<file path="src/sv/dot_star_pattern_matcher_assert.svh">
// Assertion macros shared by the dot-star pattern matcher modules.
`ifndef DOT_STAR_PATTERN_MATCHER_ASSERT_SVH
`define DOT_STAR_PATTERN_MATCHER_ASSERT_SVH

// Checked on every rising clock edge outside reset.
`define DSM_ASSERT(label, prop, msg) \
  label: assert property (@(posedge clk) disable iff (rst) prop) else $error(msg);

// Checked on every rising clock edge, reset included.
`define DSM_ASSERT_ALWAYS(label, prop, msg) \
  label: assert property (@(posedge clk) prop) else $error(msg);

`endif

</file>
<file path="src/sv/dsm_pkg.sv">
// Shared types and constants for the dot-star pattern matcher.
`timescale 1ns / 1ps

package dsm_pkg;

  localparam int MAX_ELEMENTS_DEFAULT = 16;
  localparam int SYMBOL_W = 8;

  localparam logic [SYMBOL_W-1:0] DOT_BYTE = 8'h2E;
  localparam logic [SYMBOL_W-1:0] STAR_BYTE = 8'h2A;

  typedef enum logic [1:0] {
    KIND_CLEAR  = 2'd0,
    KIND_APPEND = 2'd1,
    KIND_TEXT   = 2'd2,
    KIND_END    = 2'd3
  } kind_e_t;

  typedef struct packed {
    logic                fire;
    kind_e_t             kind;
    logic [SYMBOL_W-1:0] symbol;
  } cmd_t;

endpackage

</file>
<file path="src/sv/dsm_pattern_store.sv">
// Pattern element store: element bytes, repeat marks, element count and overflow flag.
`timescale 1ns / 1ps
`include "dot_star_pattern_matcher_assert.svh"

module dsm_pattern_store #(
  parameter int MAX_ELEMENTS = dsm_pkg::MAX_ELEMENTS_DEFAULT,
  localparam int CNT_W = $clog2(MAX_ELEMENTS + 1)
) (
  input  logic                                        clk,
  input  logic                                        rst,
  input  dsm_pkg::cmd_t                               cmd,
  output logic [MAX_ELEMENTS-1:0][dsm_pkg::SYMBOL_W-1:0] symbols,
  output logic [MAX_ELEMENTS-1:0]                     repeats,
  output logic [CNT_W-1:0]                            count,
  output logic                                        too_long
);

  logic last_repeats;
  logic append;
  logic mark_star;
  logic add_element;
  logic full;

  always_comb begin
    last_repeats = 1'b0;
    for (int k = 0; k < MAX_ELEMENTS; k++) begin
      if (count == CNT_W'(k + 1)) begin
        last_repeats = repeats[k];
      end
    end
  end

  assign full = (count == CNT_W'(MAX_ELEMENTS));
  assign append = cmd.fire && (cmd.kind == dsm_pkg::KIND_APPEND) && !too_long;
  assign mark_star = append && (cmd.symbol == dsm_pkg::STAR_BYTE) &&
                     (count != '0) && !last_repeats;
  assign add_element = append && !mark_star && !full;

  always_ff @(posedge clk) begin
    if (rst) begin
      count <= '0;
      too_long <= 1'b0;
    end else if (cmd.fire && (cmd.kind == dsm_pkg::KIND_CLEAR)) begin
      count <= '0;
      too_long <= 1'b0;
    end else if (add_element) begin
      count <= count + CNT_W'(1);
    end else if (append && !mark_star) begin
      too_long <= 1'b1;
    end
  end

  // Element bytes and marks are only read below the count, so they need no reset.
  always_ff @(posedge clk) begin
    for (int k = 0; k < MAX_ELEMENTS; k++) begin
      if (add_element && (count == CNT_W'(k))) begin
        symbols[k] <= cmd.symbol;
        repeats[k] <= 1'b0;
      end
      if (mark_star && (count == CNT_W'(k + 1))) begin
        repeats[k] <= 1'b1;
      end
    end
  end

  `DSM_ASSERT(a_count_in_range, count <= CNT_W'(MAX_ELEMENTS), "element count beyond capacity")
  `DSM_ASSERT(a_overflow_only_when_full, too_long |-> full, "overflow flag set below capacity")
  `DSM_ASSERT_ALWAYS(a_reset_empty, rst |=> (count == '0) && !too_long, "store not empty after reset")

endmodule

</file>
<file path="src/sv/dsm_position_nfa.sv">
// Active-position set of the pattern automaton, advanced by one text byte per item.
`timescale 1ns / 1ps
`include "dot_star_pattern_matcher_assert.svh"

module dsm_position_nfa #(
  parameter int MAX_ELEMENTS = dsm_pkg::MAX_ELEMENTS_DEFAULT,
  localparam int CNT_W = $clog2(MAX_ELEMENTS + 1)
) (
  input  logic                                           clk,
  input  logic                                           rst,
  input  dsm_pkg::cmd_t                                  cmd,
  input  logic [MAX_ELEMENTS-1:0][dsm_pkg::SYMBOL_W-1:0] symbols,
  input  logic [MAX_ELEMENTS-1:0]                        repeats,
  input  logic [CNT_W-1:0]                               count,
  output logic                                           hit
);

  logic [MAX_ELEMENTS:0]   active;
  logic [MAX_ELEMENTS:0]   active_next;
  logic [MAX_ELEMENTS:0]   reach;
  logic [MAX_ELEMENTS:0]   step;
  logic [MAX_ELEMENTS-1:0] live;

  always_comb begin
    for (int k = 0; k < MAX_ELEMENTS; k++) begin
      live[k] = CNT_W'(k) < count;
    end
  end

  // Closure over repeating elements; this is a carry-style single-bit chain.
  always_comb begin
    reach = active;
    for (int k = 0; k < MAX_ELEMENTS; k++) begin
      if (reach[k] && live[k] && repeats[k]) begin
        reach[k + 1] = 1'b1;
      end
    end
  end

  always_comb begin
    step = '0;
    for (int k = 0; k < MAX_ELEMENTS; k++) begin
      if (reach[k] && live[k] &&
          ((symbols[k] == cmd.symbol) || (symbols[k] == dsm_pkg::DOT_BYTE))) begin
        if (repeats[k]) begin
          step[k] = 1'b1;
        end else begin
          step[k + 1] = 1'b1;
        end
      end
    end
  end

  always_comb begin
    hit = 1'b0;
    for (int k = 0; k <= MAX_ELEMENTS; k++) begin
      if (count == CNT_W'(k)) begin
        hit = reach[k];
      end
    end
  end

  always_comb begin
    active_next = active;
    if (cmd.fire) begin
      case (cmd.kind)
        dsm_pkg::KIND_TEXT: active_next = step;
        default: active_next = (MAX_ELEMENTS + 1)'(1);
      endcase
    end
  end

  always_ff @(posedge clk) begin
    if (rst) begin
      active <= (MAX_ELEMENTS + 1)'(1);
    end else begin
      active <= active_next;
    end
  end

endmodule

</file>
<file path="src/sv/dot_star_pattern_matcher.sv">
// Top level of the dot-star pattern matcher: input register, store, automaton, result register.
`timescale 1ns / 1ps
`include "dot_star_pattern_matcher_assert.svh"

// The matcher takes one item per clock cycle unless stalled as described below. Each
// accepted item is held in an input register, from which the pattern store and the
// active-position set are updated in a single pass; an end-of-text item loads the
// result register as it leaves the input register, so its result passes through both
// registers. The rate is set by the update of the active-position set, which covers
// all MAX_ELEMENTS pattern elements in parallel. A result that waits to be taken holds
// the next end-of-text item in the input register, and the input stalls behind that
// item until the result is taken; other items keep flowing.

module dot_star_pattern_matcher #(
  parameter int MAX_ELEMENTS = dsm_pkg::MAX_ELEMENTS_DEFAULT
) (
  input  logic                          clk,
  input  logic                          rst,
  input  logic                          item_valid,
  output logic                          item_ready,
  input  logic [1:0]                    kind,
  input  logic [dsm_pkg::SYMBOL_W-1:0]  symbol,
  output logic                          result_valid,
  input  logic                          result_ready,
  output logic                          matched,
  output logic                          overflow
);

  localparam int CNT_W = $clog2(MAX_ELEMENTS + 1);

  logic                                           s1_valid;
  dsm_pkg::kind_e_t                               s1_kind;
  logic [dsm_pkg::SYMBOL_W-1:0]                   s1_symbol;
  logic                                           advance;
  dsm_pkg::cmd_t                                  cmd;
  logic [MAX_ELEMENTS-1:0][dsm_pkg::SYMBOL_W-1:0] symbols;
  logic [MAX_ELEMENTS-1:0]                        repeats;
  logic [CNT_W-1:0]                               count;
  logic                                           too_long;
  logic                                           hit;

  assign advance = s1_valid &&
                   ((s1_kind != dsm_pkg::KIND_END) || !result_valid || result_ready);
  assign item_ready = !s1_valid || advance;

  assign cmd.fire = advance;
  assign cmd.kind = s1_kind;
  assign cmd.symbol = s1_symbol;

  always_ff @(posedge clk) begin
    if (rst) begin
      s1_valid <= 1'b0;
    end else if (item_ready) begin
      s1_valid <= item_valid;
    end
  end

  always_ff @(posedge clk) begin
    if (item_valid && item_ready) begin
      s1_kind <= dsm_pkg::kind_e_t'(kind);
      s1_symbol <= symbol;
    end
  end

  dsm_pattern_store #(
    .MAX_ELEMENTS(MAX_ELEMENTS)
  ) u_store (
    .clk(clk),
    .rst(rst),
    .cmd(cmd),
    .symbols(symbols),
    .repeats(repeats),
    .count(count),
    .too_long(too_long)
  );

  dsm_position_nfa #(
    .MAX_ELEMENTS(MAX_ELEMENTS)
  ) u_nfa (
    .clk(clk),
    .rst(rst),
    .cmd(cmd),
    .symbols(symbols),
    .repeats(repeats),
    .count(count),
    .hit(hit)
  );

  always_ff @(posedge clk) begin
    if (rst) begin
      result_valid <= 1'b0;
    end else if (advance && (s1_kind == dsm_pkg::KIND_END)) begin
      result_valid <= 1'b1;
    end else if (result_ready) begin
      result_valid <= 1'b0;
    end
  end

  always_ff @(posedge clk) begin
    if (advance && (s1_kind == dsm_pkg::KIND_END)) begin
      matched <= hit && !too_long;
      overflow <= too_long;
    end
  end

  `DSM_ASSERT(a_result_from_end_item, $rose(result_valid) |-> $past(advance && (s1_kind == dsm_pkg::KIND_END)), "result without an end-of-text item")
  `DSM_ASSERT(a_overflow_never_matches, (result_valid && overflow) |-> !matched, "match reported with overflow")
  `DSM_ASSERT(a_no_needless_stall, (s1_valid && !result_valid) |-> advance, "item stalled with free result register")
  `DSM_ASSERT_ALWAYS(a_reset_no_result, rst |=> !result_valid && !s1_valid, "pipeline not empty after reset")

endmodule
</file>
<file path="config.mk">
export PLATFORM = sky130hd
export DESIGN_NAME = dot_star_pattern_matcher
export DESIGN_NICKNAME = d
export VERILOG_FILES = /design/src/sv/dsm_pkg.sv /design/src/sv/dsm_pattern_store.sv /design/src/sv/dsm_position_nfa.sv /design/src/sv/dot_star_pattern_matcher.sv
export VERILOG_INCLUDE_DIRS = /design/src /design/src/sv
export SDC_FILE = /design/constraint.sdc
export NUM_CORES = 1
export LEC_CHECK = 0
export CAP_MARGIN = 5
export CORE_MARGIN = 2
export CORE_UTILIZATION = 35
export CTS_BUF_LIST = sky130_fd_sc_hd__clkbuf_8 sky130_fd_sc_hd__clkbuf_16
export DETAILED_ROUTE_END_ITERATION = 7
export DONT_BUFFER_PORTS = 1
export GPL_TIMING_DRIVEN = 0
export PLACE_DENSITY_LB_ADDON = 0.12
export SLEW_MARGIN = 25
export SYNTH_ARGS = -nofsm -noshare
export SYNTH_HDL_FRONTEND = slang
export SYNTH_SLANG_ARGS = --single-unit
export TNS_END_PERCENT = 20
</file>
<file path="constraint.sdc">
create_clock -name clk -period 10.15 [get_ports clk]
set_input_delay 1.015 -clock clk [delete_from_list [all_inputs] [get_ports clk]]
set_output_delay 1.015 -clock clk [all_outputs]
set_load 0.02 [all_outputs]
</file>
== Word-level counts from Yosys, hierarchy flattened ==
Cells that the tools add are included.
Word-level totals
  flip-flop bits (word level): 181
  output and inout bits: 4
Operators by class
  eq/ne operators: 53
  reduce and logical (&&, ||, !) cells: 123
  bitwise operators: 1
  order comparisons: 16
  muxes and demuxes: 100
  add/subtract/negate cells: 1
Operator list (number)
  8-bit by 6-bit == test with 1-bit output, second input constant: 17
  8-bit == test: 16
  1-bit logical AND: 92
  1-bit two-way mux: 83
  5-bit by 4-bit == test with 1-bit output, second input constant: 8
  4-bit by 5-bit less-than comparator with 1-bit output, first input constant: 8
  2-bit two-way mux: 16
  5-bit by 3-bit == test with 1-bit output, second input constant: 4
  3-bit by 5-bit less-than comparator with 1-bit output, first input constant: 4
  1-bit logical OR: 19
  17-bit two-way mux: 1
  5-bit by 2-bit == test with 1-bit output, second input constant: 2
  1-bit by 5-bit less-than comparator with 1-bit output, first input constant: 2
  2-bit by 5-bit less-than comparator with 1-bit output, first input constant: 2
  1-bit zero test: 6
  5-bit by 1-bit adder with 5-bit output, second input constant: 1
  5-bit by 1-bit == test with 1-bit output, second input constant: 1
  5-bit == test, second input constant: 1
  5-bit zero test: 1
  5-bit nonzero test: 1
  2-bit == test, second input constant: 2
  2-bit by 1-bit == test with 1-bit output, second input constant: 1
  2-bit zero test: 1
  2-bit != test, second input constant: 1
  4 further kinds: 4

== Logic depth before layout (Yosys ltp) ==
Gate-level depths: netlist of run 1.
  depth in word-level cells: 51
  depth in mapped cells: 13

== Hierarchy ==
From an unflattened synthesis of run 1, not the netlist that was laid out.
Unflattened totals
  cells, all modules: 820
  area, all modules: 9177.6 um^2
Modules (own cells, without submodules)
  dsm_pattern_store: cells an instance 321, instances 1, area an instance 5316.3 um^2
  dsm_position_nfa: cells an instance 473, instances 1, area an instance 3372.0 um^2
  dot_star_pattern_matcher: cells an instance 26, instances 1, area an instance 489.2 um^2

== Least setup slack after synthesis of run 1 ==
Ideal clock, no wire load.
  kind: flip-flop to flip-flop
  from: reg u_store.count[0]
  to: reg u_store.symbols[112] (netlist bit), enable pin
  arrival: 2946 ps
  required time: 9780 ps
  stages on the path, launching flop included: 13
  library setup time: 370 ps
  slack: 6833 ps
  clock period less this slack: 3317 ps
  path through: dfxtp_1 -> buf_2 -> inv_1 -> ha_1 -> or3b_1 -> a21oi_1 -> o21ai_1 -> a31oi_1 -> nor3b_1 -> o41ai_2 -> nand3_1 -> buf_2 -> nor2_1
On the way
  cells in the longest elaborated chain, start to end: 23
  elaborated cells between the ends (all ways): 41
  classes of those cells: eq/ne: 16; mux: 16; reduce/logical: 9
Ends and longest elaborated chain
  start, declared: line dsm_pattern_store.sv:14  | output logic [CNT_W-1:0] count,
  start signal, assigned: line dsm_pattern_store.sv:47  | count <= count + CNT_W'(1);
  5-bit by 1-bit == test with 1-bit output: line dsm_pattern_store.sv:27  | if (count == CNT_W'(k + 1)) begin
  1-bit two-way mux (16 in series): line dsm_pattern_store.sv:27
  1-bit zero test: line dsm_pattern_store.sv:36  | (count != '0) && !last_repeats;
  1-bit logical AND: line dsm_pattern_store.sv:36
  1-bit zero test: line dsm_pattern_store.sv:37  | assign add_element = append && !mark_star && !full;
  1-bit logical AND (2 in series): line dsm_pattern_store.sv:37
  1-bit logical AND (*): line dsm_pattern_store.sv:56  | if (add_element && (count == CNT_W'(k))) begin
  end signal, assigned by index: line dsm_pattern_store.sv:57  | symbols[k] <= cmd.symbol;
  end, declared: line dsm_pattern_store.sv:12  | output logic [MAX_ELEMENTS-1:0][dsm_pkg::SYMBOL_W-1:0] symbols,
Every way passes the cells marked *; elsewhere a longest branch is shown, timed or not.
A chain may end at the register's enable or synchronous reset.

== Worst setup path after layout of run 1 ==
Same ends and word-level chain as after synthesis.

==> metrics.md, run 1 <==
| Metric | Value |
|---|---|
| Global routing usage on met3 | `0.0379` |
| Synth unique cells | `65` |
| Crit path max-delay cell type | `o41ai_2` |
| Critical path data required time | `10.20 ns` |
| I/O Buffers | `0` |
| Postcts setup bufs | `0` |
| Worst slack, placed | `5.42 ns` |
| IO Count | `18` |
| Syn Area/Cell | `11.3 um^2` |
| Iter 0 DRT Violations | `638` |
| Most frequent cells in the layout | `140 x edfxtp_1, 112 x xnor2_1, 47 x nand4_1` |
| Area Growth Syn to Fin | `11.3%` |
| Clock sink total | `181` |
| Combinational fraction of design power | `0.042` |
| Post-synthesis compound-gate area fraction | `0.126` |
| Max-cap viol count | `0` |
| Hold Path Class | `reg2reg` |
| Clk buf depth | `2` |
| Number of diodes | `0` |
| Hold Vio Cnt, Final | `0` |
| DRT Wirelength | `25,900 um` |
| Hold Slack | `0.464 ns` |
| Final GP Congestion | `0.844` |
| Xor and xnor area share after synthesis | `0.126` |
| Min-Delay Path Depth | `2` |
| Synth warn | `0` |
| Clk_skew | `0.0122 ns` |
| WS Path Type | `reg2reg` |
| Drt pass-1 iters | `5` |
| Critical path startpoint category | `register` |
| Worst path buffer plus inverter count | `3` |
| Core ar. | `0.0252 mm^2` |
| Routing usage on met1 | `0.278` |
| Simple-gate share of the synthesized area | `0.155` |
| Max-slew violations | `0` |
| Clock group share of total power | `0.429` |
| CP peak stage delay | `0.85 ns` |
| Pint | `1200 uW` |
| Seq pwr share | `0.529` |
| Post-synth ARST share | `0` |
| Vias/cell | `5.62` |
| CTS tree | `built` |
| Commonest non-fill, non-tap cell in the layout | `edfxtp_1` |
| Post-DP HPWL | `18,000 um` |
| Crit path DAT | `4.77 ns` |
| Sequential share of the synthesized area | `0.560` |
| Die W | `164 um` |
| Fin Setup TNS | `0 ns` |
| Most used cell along the critical path | `buf_2` |
| Largest net degree at the start of global routing | `18` |
| Final worst path period share | `0.466` |
| Synth Instances | `796` |
| TritonCTS Buffers | `17` |
| R2R Path Start | `u_store.count[0]` |
| Largest family of logic cells by synthesized area | `simple AND/OR/NAND/NOR gates` |
| Sw Pwr | `347 uW` |
| Critical path peak fanout | `10` |
| Nets | `832` |
| Die area | `0.0269 mm^2` |
| Worst-path cell chain | `buf_2, inv_1, ha_1, nor2b_1, nand2_1, o32a_1, a31oi_1, nor3b_1, o41ai_2, nand3_1, buf_2, nor2_1` |
| Hold EP | `u_nfa.active[16]` |
| Adder-cell share of the synthesized area | `0.00418` |
| Via count | `6,508` |
| Nature of the critical path endpoint | `register` |
| Synth Flop Type | `edfxtp_1` |
| Die span in y | `164 um` |
| FF+latch count, synth | `181` |
| Worst slew pin tran | `1.09 ns` |
| ANT nets after route | `0` |
| Row Count | `58` |
| R2R depth | `12` |
| Clock latency on the worst-skew pair | `0.43 ns` |
| Sw frac | `0.225` |
| Synth Cell Area | `0.00898 mm^2` |
| Number of antenna violations at the first check in global routing | `0` |
| # hold bufs at CTS | `0` |
| Reg2reg setup slack | `5.42 ns` |
| Critical path's top delay family | `simple AND/OR/NAND/NOR gates` |
| Total GRT Usage | `0.200` |
| Gr ovfl total | `0` |
| Min cycle time layout | `4.73 ns` |
| VDD IR max | `105 uV` |
| Clock transition at the registers of the reported paths | `0.07 ns` |
| Pwr/cell area | `154 mW/mm^2` |
| Reg2reg end | `u_store.symbols[112]` |
| Layout cells sized above 1 | `0.0652` |
| Status | `completed` |
| Post-cts gate resize count | `0` |
| Final Util | `0.397` |
| Clk root buf | `clkbuf_16` |
| Mean routed wirelength per cell | `22.4 um` |
| Number of flops mapped to enable cells by yosys | `140` |
| DRC errors left | `0` |
| Mux share of post-synthesis cell area | `0.00237` |
| Max Fclk | `212 MHz` |
| Syn Nets | `813` |
| GRT met2 Usage | `0.318` |
| Final setup margin | `5.42 ns` |
| Unrepaired setup endpoints after global routing | `false` |
| Crit. Startpoint | `u_store.count[0]` |
| Htree depth | `4` |
| First-pass GRT wire length | `39,500 um` |
| Final setup violation count | `0` |
| Pleak | `0.00305 uW` |
| Vias in the first global route | `6,527` |
| Initial Utilization | `0.357` |
| Grt peak-use layer | `met2` |
| Design Power | `1540 uW` |
| Rel. slew slack | `0.272` |
| Fill count | `2,407` |
| Worst Hold Launch | `u_nfa.active[16]` |
power by group through the flow:
stage	Combinational [uW]	Sequential [uW]	Clock, uW
after global placement	63.3	834	0
after floorplan	45.6	824	0
final	64.2	817	662
after detailed placement	64.0	834	0
after CTS	64.3	818	673
after global routing	69.5	818	705
area by class of cell:
type,instances,area (um^2),share of cell area
buffer,38,160,0.0160
clock buffer,19,475,0.0476
clock inverter,13,119,0.0119
inverter,22,82.6,0.00826
multi-input combinational,555,3720,0.372
sequential,181,5020,0.503
tap,330,413,0.0413
how the worst max path moves through the flow:
stage,endpoint,slack (ns),depth (start not counted)
after global placement,u_store.symbols[116],5.37,12
after floorplan,u_store.symbols[112],6.83,12
after detailed placement,u_store.symbols[117],5.42,12
after global routing,u_store.symbols[112],5.11,12
final,u_store.symbols[112],5.42,12
after CTS,u_store.symbols[112],5.39,12
metal layers:
layer | vias up | routed length [um] | part of all wire
li1 | 3034 | - | -
met1 | 3267 | 12100 | 0.47
met2 | 182 | 12000 | 0.46
met3 | 25 | 1290 | 0.050
met4 | 0 | 541 | 0.021
met5 | - | 0 | 0
flip-flops by register name, summed over array words and instances (netlist names):
signal / flops
s1_kind: 2
overflow: 1
u_store.repeats: 16
u_store.count: 5
u_store.too_long: 1
s1_valid: 1
s1_symbol: 8
matched: 1
u_store.symbols: 128
result_valid: 1
u_nfa.active: 17
kinds of logic (layout without fill, tap and decap cells):
| logic type | count (synthesis) | count (layout) |
|---|---|---|
| AO/OA/AOI/OAI | 171 | 171 |
| XOR/XNOR | 129 | 129 |
| adder cells (fa/ha/maj) | 3 | 3 |
| buffers and inverters | 60 | 92 |
| flip-flops | 181 | 181 |
| multiplexers | 2 | 2 |
| AND/OR/NAND/NOR | 250 | 250 |
cell usage after synthesis (8+ instances only):
cell      count  area share
nor2b_1      17       0.012
a22oi_1       8      0.0067
nand3_1      20       0.011
clkbuf_1     29       0.012
buf_2         8      0.0045
xnor2_1     112        0.11
nor2_1       42       0.018
dfxtp_1      41       0.091
inv_1        22      0.0092
o31ai_1      16       0.013
nand4_1      47       0.033
edfxtp_1    140        0.47
nor3_1       10      0.0056
nor4_1        8      0.0056
nand2_1      43       0.018
o21ai_0      45       0.025
nor4b_1      15       0.015
xor2_1       17       0.017
a21oi_1      31       0.017
per-stage QoR:
| step | instance area (um^2) | std cells |
|---|---|---|
| 2_1_floorplan | 8980 | 796 |
| 3_3_place_gp | 9390 | 1126 |
| 3_5_place_dp | 9400 | 1126 |
| 4_1_cts | 9990 | 1158 |
| 5_1_grt | 9990 | 1158 |
| 6_report | 9990 | 1158 |
worst reg2reg max path: stages, from the launching register on:
cell     delay, ns
dfxtp_1       0.33
buf_2         0.19
inv_1         0.16
ha_1          0.28
nor2b_1       0.40
nand2_1       0.28
o32a_1        0.23
a31oi_1       0.17
nor3b_1       0.11
o41ai_2       0.85
nand3_1       0.38
buf_2         0.31
nor2_1        0.65
No activity file was read; power rests on OpenSTA's default activity.
==> inputs of run 2 (changes only) <==
Clock period 10.15 ns to 4.55 ns, I/O delays scaled along.
==> metrics.md, run 2 (synthesis results as in run 1) <==
| Metric | Value |
|---|---|
| R2R Path Start | `u_store.count[0]` |
| Unrepaired setup endpoints after global routing | `true` |
| Hold Path Class | `in2reg` |
| Reg2reg setup slack | `0.13 ns (-5.29 ns)` |
| Final worst path period share | `0.971 (+0.505)` |
| Clk_skew | `0.0116 ns (-0.000549 ns)` |
| Critical path's top delay family | `simple AND/OR/NAND/NOR gates` |
| Critical path peak fanout | `10 (unchanged)` |
| Max Fclk | `226 MHz (+7.0%)` |
| IO Count | `18 (unchanged)` |
| First-pass GRT wire length | `39,500 um (about the same)` |
| Total GRT Usage | `0.200 (unchanged)` |
| # hold bufs at CTS | `0 (unchanged)` |
| Reg2reg end | `u_store.symbols[55]` |
| Htree depth | `4 (unchanged)` |
| Die area | `0.0269 mm^2 (unchanged)` |
| Nature of the critical path endpoint | `register` |
| Most used cell along the critical path | `buf_2` |
| Clock sink total | `181 (unchanged)` |
| Final GP Congestion | `0.844 (unchanged)` |
| Die span in y | `164 um (unchanged)` |
| Area Growth Syn to Fin | `11.6%` |
| Post-DP HPWL | `18,000 um (unchanged)` |
| Layout Cells excl Fill | `1,158 (unchanged)` |
| Max-cap viol count | `0 (unchanged)` |
| Largest register FFs | `128 (unchanged)` |
| R2R depth | `12 (unchanged)` |
| Commonest non-fill, non-tap cell in the layout | `edfxtp_1` |
| Final setup violation count | `0 (unchanged)` |
| Rel. slew slack | `0.272 (about the same)` |
| Most frequent cells in the layout | `140 x edfxtp_1, 112 x xnor2_1, 47 x nand4_1` |
| Final Util | `0.398 (+0.000944)` |
| Postcts setup bufs | `0 (unchanged)` |
| Clock transition at the registers of the reported paths | `0.07 ns (about the same)` |
| Nets | `832 (unchanged)` |
| Die W | `164 um (unchanged)` |
| Fill count | `2,406 (-0.042%)` |
| Clk root buf | `clkbuf_16` |
| Hold EP | `s1_kind[1]` |
| Core ar. | `0.0252 mm^2 (unchanged)` |
| ANT nets after route | `0 (unchanged)` |
| Crit path DAT | `4.47 ns (-0.30 ns)` |
| Drt pass-1 iters | `5 (unchanged)` |
| Fin Setup TNS | `0 ns (unchanged)` |
| Vias/cell | `5.61 (-0.25%)` |
| Min cycle time layout | `4.42 ns (-0.309 ns)` |
| Layout cells sized above 1 | `0.0713 (+0.00604)` |
| Worst-path cell chain | `buf_2, inv_1, ha_1, nor2b_1, nand2_1, o32a_1, a31oi_1, nor3b_1, o41ai_4, nand3_1, buf_2, nor2_1` |
| Worst Hold Launch | `kind[1]` |
| Max-slew violations | `0 (unchanged)` |
| Via count | `6,492 (-0.25%)` |
| Largest net degree at the start of global routing | `18 (unchanged)` |
| Initial Utilization | `0.357 (unchanged)` |
| Final setup margin | `0.134 ns (-5.29 ns)` |
| Dpl cells | `1,126 (unchanged)` |
| Critical path startpoint category | `register` |
| Hold Slack | `0.123 ns (-0.340 ns)` |
| Crit path max-delay cell type | `o41ai_4` |
| Pleak | `0.00305 uW (about the same)` |
| Gr ovfl total | `0 (unchanged)` |
| Worst slack, placed | `-0.179 ns (-5.60 ns)` |
| TritonCTS Buffers | `17 (unchanged)` |
| Top reg by flops | `u_store.symbols` |
| Worst path buffer plus inverter count | `3 (unchanged)` |
| I/O Buffers | `0 (unchanged)` |
| DRT Wirelength | `26,000 um (+0.33%)` |
| VDD IR max | `235 uV (+120%)` |
| Mean routed wirelength per cell | `22.5 um (+0.33%)` |
| Clock latency on the worst-skew pair | `0.43 ns (about the same)` |
| WS Path Type | `reg2reg` |
| DRC errors left | `0 (unchanged)` |
| Number of diodes | `0 (unchanged)` |
| CP peak stage delay | `0.64 ns (-0.21 ns)` |
| Iter 0 DRT Violations | `690 (+8.2%)` |
| Status | `completed` |
| Hold Vio Cnt, Final | `0 (unchanged)` |
| Largest regs | `u_store.symbols: 128 flops, u_nfa.active: 17 flops, u_store.repeats: 16 flops` |
| Pwr/cell area | `344 mW/mm^2 (+120%)` |
| Crit. Startpoint | `u_store.count[0]` |
| Clk buf depth | `2 (unchanged)` |
| Critical path data required time | `4.61 ns (-5.59 ns)` |
| Row Count | `58 (unchanged)` |
| Number of antenna violations at the first check in global routing | `0 (unchanged)` |
| Worst slew pin tran | `1.09 ns (+0.000117 ns)` |
| CTS tree | `built` |
| Min-Delay Path Depth | `0 (-2)` |
| Vias in the first global route | `6,529 (+0.031%)` |
[run 2: cell count changes in the layout (fill, tap and decap cells not counted)]
cell / previous run / this run
o41ai_2: 1 / 0
nor2_2: 0 / 5
o41ai_4: 0 / 1
nor2_1: 42 / 37
[run 2: layout make-up]
cell class / instances / area (um^2) / share of cell area
inverters: 22 / 82.6 / 0.00824
multi-input cells: 555 / 3740 / 0.374
plain buffers: 38 / 160 / 0.0160
well taps: 330 / 413 / 0.0412
clock buffers: 19 / 475 / 0.0475
flip-flops and latches: 181 / 5020 / 0.502
clock inverters: 13 / 119 / 0.0119
[run 2: layer usage]
layer / wire, um / vias up / GRT usage
met5: 0 / - / 0
met4: 553 / 0 / 0.0566
met1: 12200 / 3267 / 0.278
met2: 12000 / 167 / 0.318
met3: 1270 / 28 / 0.0379
li1: - / 3030 / -
[run 2: power by group]
part | switching [uW] | leakage (uW) | internal [uW]
combinational | 91.5 | 0.00115 | 52.3
clock | 647 | 0.000300 | 828
sequential | 34.4 | 0.00160 | 1790
[run 2: worst max-delay path by stage]
| stage | endpoint | slack, ns | cells past startpoint |
|---|---|---|---|
| 2_1_floorplan | u_store.symbols[112] | 1.23 | 12 |
| 3_3_place_gp | u_store.symbols[118] | -0.23 | 12 |
| 3_5_place_dp | u_store.symbols[117] | -0.18 | 12 |
| 4_1_cts | u_store.symbols[55] | 0.09 | 12 |
| 5_1_grt | u_store.symbols[53] | -0.14 | 12 |
| 6_report | u_store.symbols[55] | 0.13 | 12 |
[run 2: what timing repair did]
item	4_1_cts	5_1_grt
pin swaps	0	0
gates resized for setup	4	2
setup endpoints to repair	80	56
[run 2: through the flow]
stage	instance area, um^2	power, uW
floorplan	8980	1940
global placement	9390	2000
detailed placement	9400	2000
CTS	10000	3470
global route	10000	3550
finish	10000	3440
==> inputs of run 3 (changes only) <==
Settings changed: CORE_UTILIZATION 35 to 45.
Clock period 4.55 ns to 4.8 ns, I/O delays scaled along.
==> metrics.md, run 3 (synthesis results as in run 1) <==
| Metric | Value |
|---|---|
| Hold Vio Cnt, Final | `0 (unchanged)` |
| Critical path data required time | `4.87 ns (+0.26 ns)` |
| ANT nets after route | `0 (unchanged)` |
| Mean routed wirelength per cell | `22.5 um (+0.37%)` |
| Critical path startpoint category | `register` |
| Final GP Congestion | `0.910 (+7.9%)` |
| Pwr/cell area | `329 mW/mm^2 (-4.1%)` |
| DRT Wirelength | `24,600 um (-5.3%)` |
| Most frequent cells in the layout | `140 x edfxtp_1, 112 x xnor2_1, 47 x nand4_1` |
| Clk root buf | `clkbuf_16` |
| Row Count | `51 (-12%)` |
| Rel. slew slack | `0.321 (+0.0489)` |
| I/O Buffers | `0 (unchanged)` |
| Number of antenna violations at the first check in global routing | `0 (unchanged)` |
| Final worst path period share | `0.940 (-0.0307)` |
| TritonCTS Buffers | `17 (unchanged)` |
| Initial Utilization | `0.460 (+0.103)` |
| Nets | `832 (unchanged)` |
| Clock latency on the worst-skew pair | `0.44 ns (about the same)` |
| Post-DP HPWL | `17,100 um (-5.1%)` |
| Clock sink total | `181 (unchanged)` |
| Die area | `0.0211 mm^2 (-22%)` |
| Largest regs | `u_store.symbols: 128 flops, u_nfa.active: 17 flops, u_store.repeats: 16 flops` |
| Max-slew violations | `0 (unchanged)` |
| Iter 0 DRT Violations | `494 (-28%)` |
| Pleak | `0.00303 uW (-0.72%)` |
| Largest net degree at the start of global routing | `19 (+1)` |
| # hold bufs at CTS | `0 (unchanged)` |
| First-pass GRT wire length | `37,600 um (-4.9%)` |
| Hold Path Class | `in2reg` |
| Gr ovfl total | `0 (unchanged)` |
| Dpl cells | `1,061 (-5.8%)` |
| Via count | `6,601 (+1.7%)` |
| Vias/cell | `6.04 (+7.7%)` |
| Status | `completed` |
| Core ar. | `0.0195 mm^2 (-22%)` |
| WS Path Type | `reg2reg` |
| Die W | `145 um (-12%)` |
| Clk buf depth | `2 (unchanged)` |
| Unrepaired setup endpoints after global routing | `false` |
| Layout cells sized above 1 | `0.0664 (-0.00483)` |
| Largest register FFs | `128 (unchanged)` |
| Top reg by flops | `u_store.symbols` |
| Crit path DAT | `4.59 ns (+0.12 ns)` |
| Nature of the critical path endpoint | `register` |
| CTS tree | `built` |
| Vias in the first global route | `6,630 (+1.5%)` |
| Hold Slack | `0.127 ns (+0.00401 ns)` |
| Clk_skew | `0.0128 ns (+0.00113 ns)` |
| Critical path peak fanout | `10 (unchanged)` |
| Reg2reg setup slack | `0.29 ns (+0.15 ns)` |
| Number of diodes | `0 (unchanged)` |
| Area Growth Syn to Fin | `10.6%` |
| DRC errors left | `0 (unchanged)` |
| Max-cap viol count | `0 (unchanged)` |
| Max Fclk | `222 MHz (-2.1%)` |
| Final setup violation count | `0 (unchanged)` |
| Drt pass-1 iters | `5 (unchanged)` |
| Fin Setup TNS | `0 ns (unchanged)` |
| Die span in y | `145 um (-12%)` |
| IO Count | `18 (unchanged)` |
| VDD IR max | `220 uV (-6.4%)` |
| Commonest non-fill, non-tap cell in the layout | `edfxtp_1` |
| Total GRT Usage | `0.233 (+0.0331)` |
| Worst slew pin tran | `1.02 ns (-0.0734 ns)` |
| Min cycle time layout | `4.51 ns (+0.0951 ns)` |
| Layout Cells excl Fill | `1,093 (-5.6%)` |
| Clock transition at the registers of the reported paths | `0.08 ns (about the same)` |
| Htree depth | `4 (unchanged)` |
run 3: cell types whose count changed in the layout (fill, tap and decap cells not counted), sizes merged:
cell      change
clkbuf        -2
clkinv        +1
clkinvlp      +1
run 3: area by class of cell:
cell class / count / area [um^2]
buffer: 38 / 156
clock buffer: 17 / 425
tap: 265 / 332
inverter: 22 / 82.6
fill: 1735 / 9600
clock inverter: 15 / 165
multi-input combinational: 555 / 3740
sequential: 181 / 5020
run 3: worst paths after layout:
| kind | endpoint | from | cells after the start |
|---|---|---|---|
| hold / removal | s1_kind[1] | kind[1] | 0 |
| hold reg to reg | u_nfa.active[16] | u_nfa.active[16] | 2 |
| setup / recovery | u_store.symbols[57] | u_store.count[0] | 12 |
| setup reg to reg | u_store.symbols[57] | u_store.count[0] | 12 |
run 3: critical path: stages (launching register included):
cell,delay [ns]
dfxtp_1,0.33
buf_2,0.19
inv_1,0.16
ha_1,0.28
nor2b_1,0.38
nand2_1,0.31
o32a_1,0.24
a31oi_1,0.19
nor3b_1,0.13
o41ai_4,0.66
nand3_1,0.37
buf_2,0.31
nor2_1,0.59
run 3: per-layer routing:
layer | track usage | wire, um | vias to the layer above
met1 | 0.307 | 11000 | 3286
li1 | - | - | 3045
met5 | 0 | 0 | -
met3 | 0.0421 | 1230 | 52
met2 | 0.386 | 11900 | 218
met4 | 0.0843 | 568 | 0
run 3: power breakdown:
group	switching [uW]	internal [uW]
clock	673	740
combinational	84.4	49.4
sequential	30.3	1690
run 3: repair_timing:
| item | 4_1_cts | 5_1_grt |
|---|---|---|
| setup endpoints to repair | 0 | 71 |
| resized for setup | 0 | 4 |
| buffers inserted | 0 | 0 |
run 3: through the flow:
step / power [uW] / cell area [um^2] / setup slack, ns / util
3_5_place_dp: 1890 / 9310 / 0.0963 / 0.477
4_1_cts: 3270 / 9900 / 0.0712 / 0.507
3_3_place_gp: 1890 / 9310 / 0.160 / 0.477
5_1_grt: 3350 / 9930 / 0.210 / 0.508
6_report: 3270 / 9930 / 0.288 / 0.508
2_1_floorplan: 1840 / 8980 / 1.48 / -
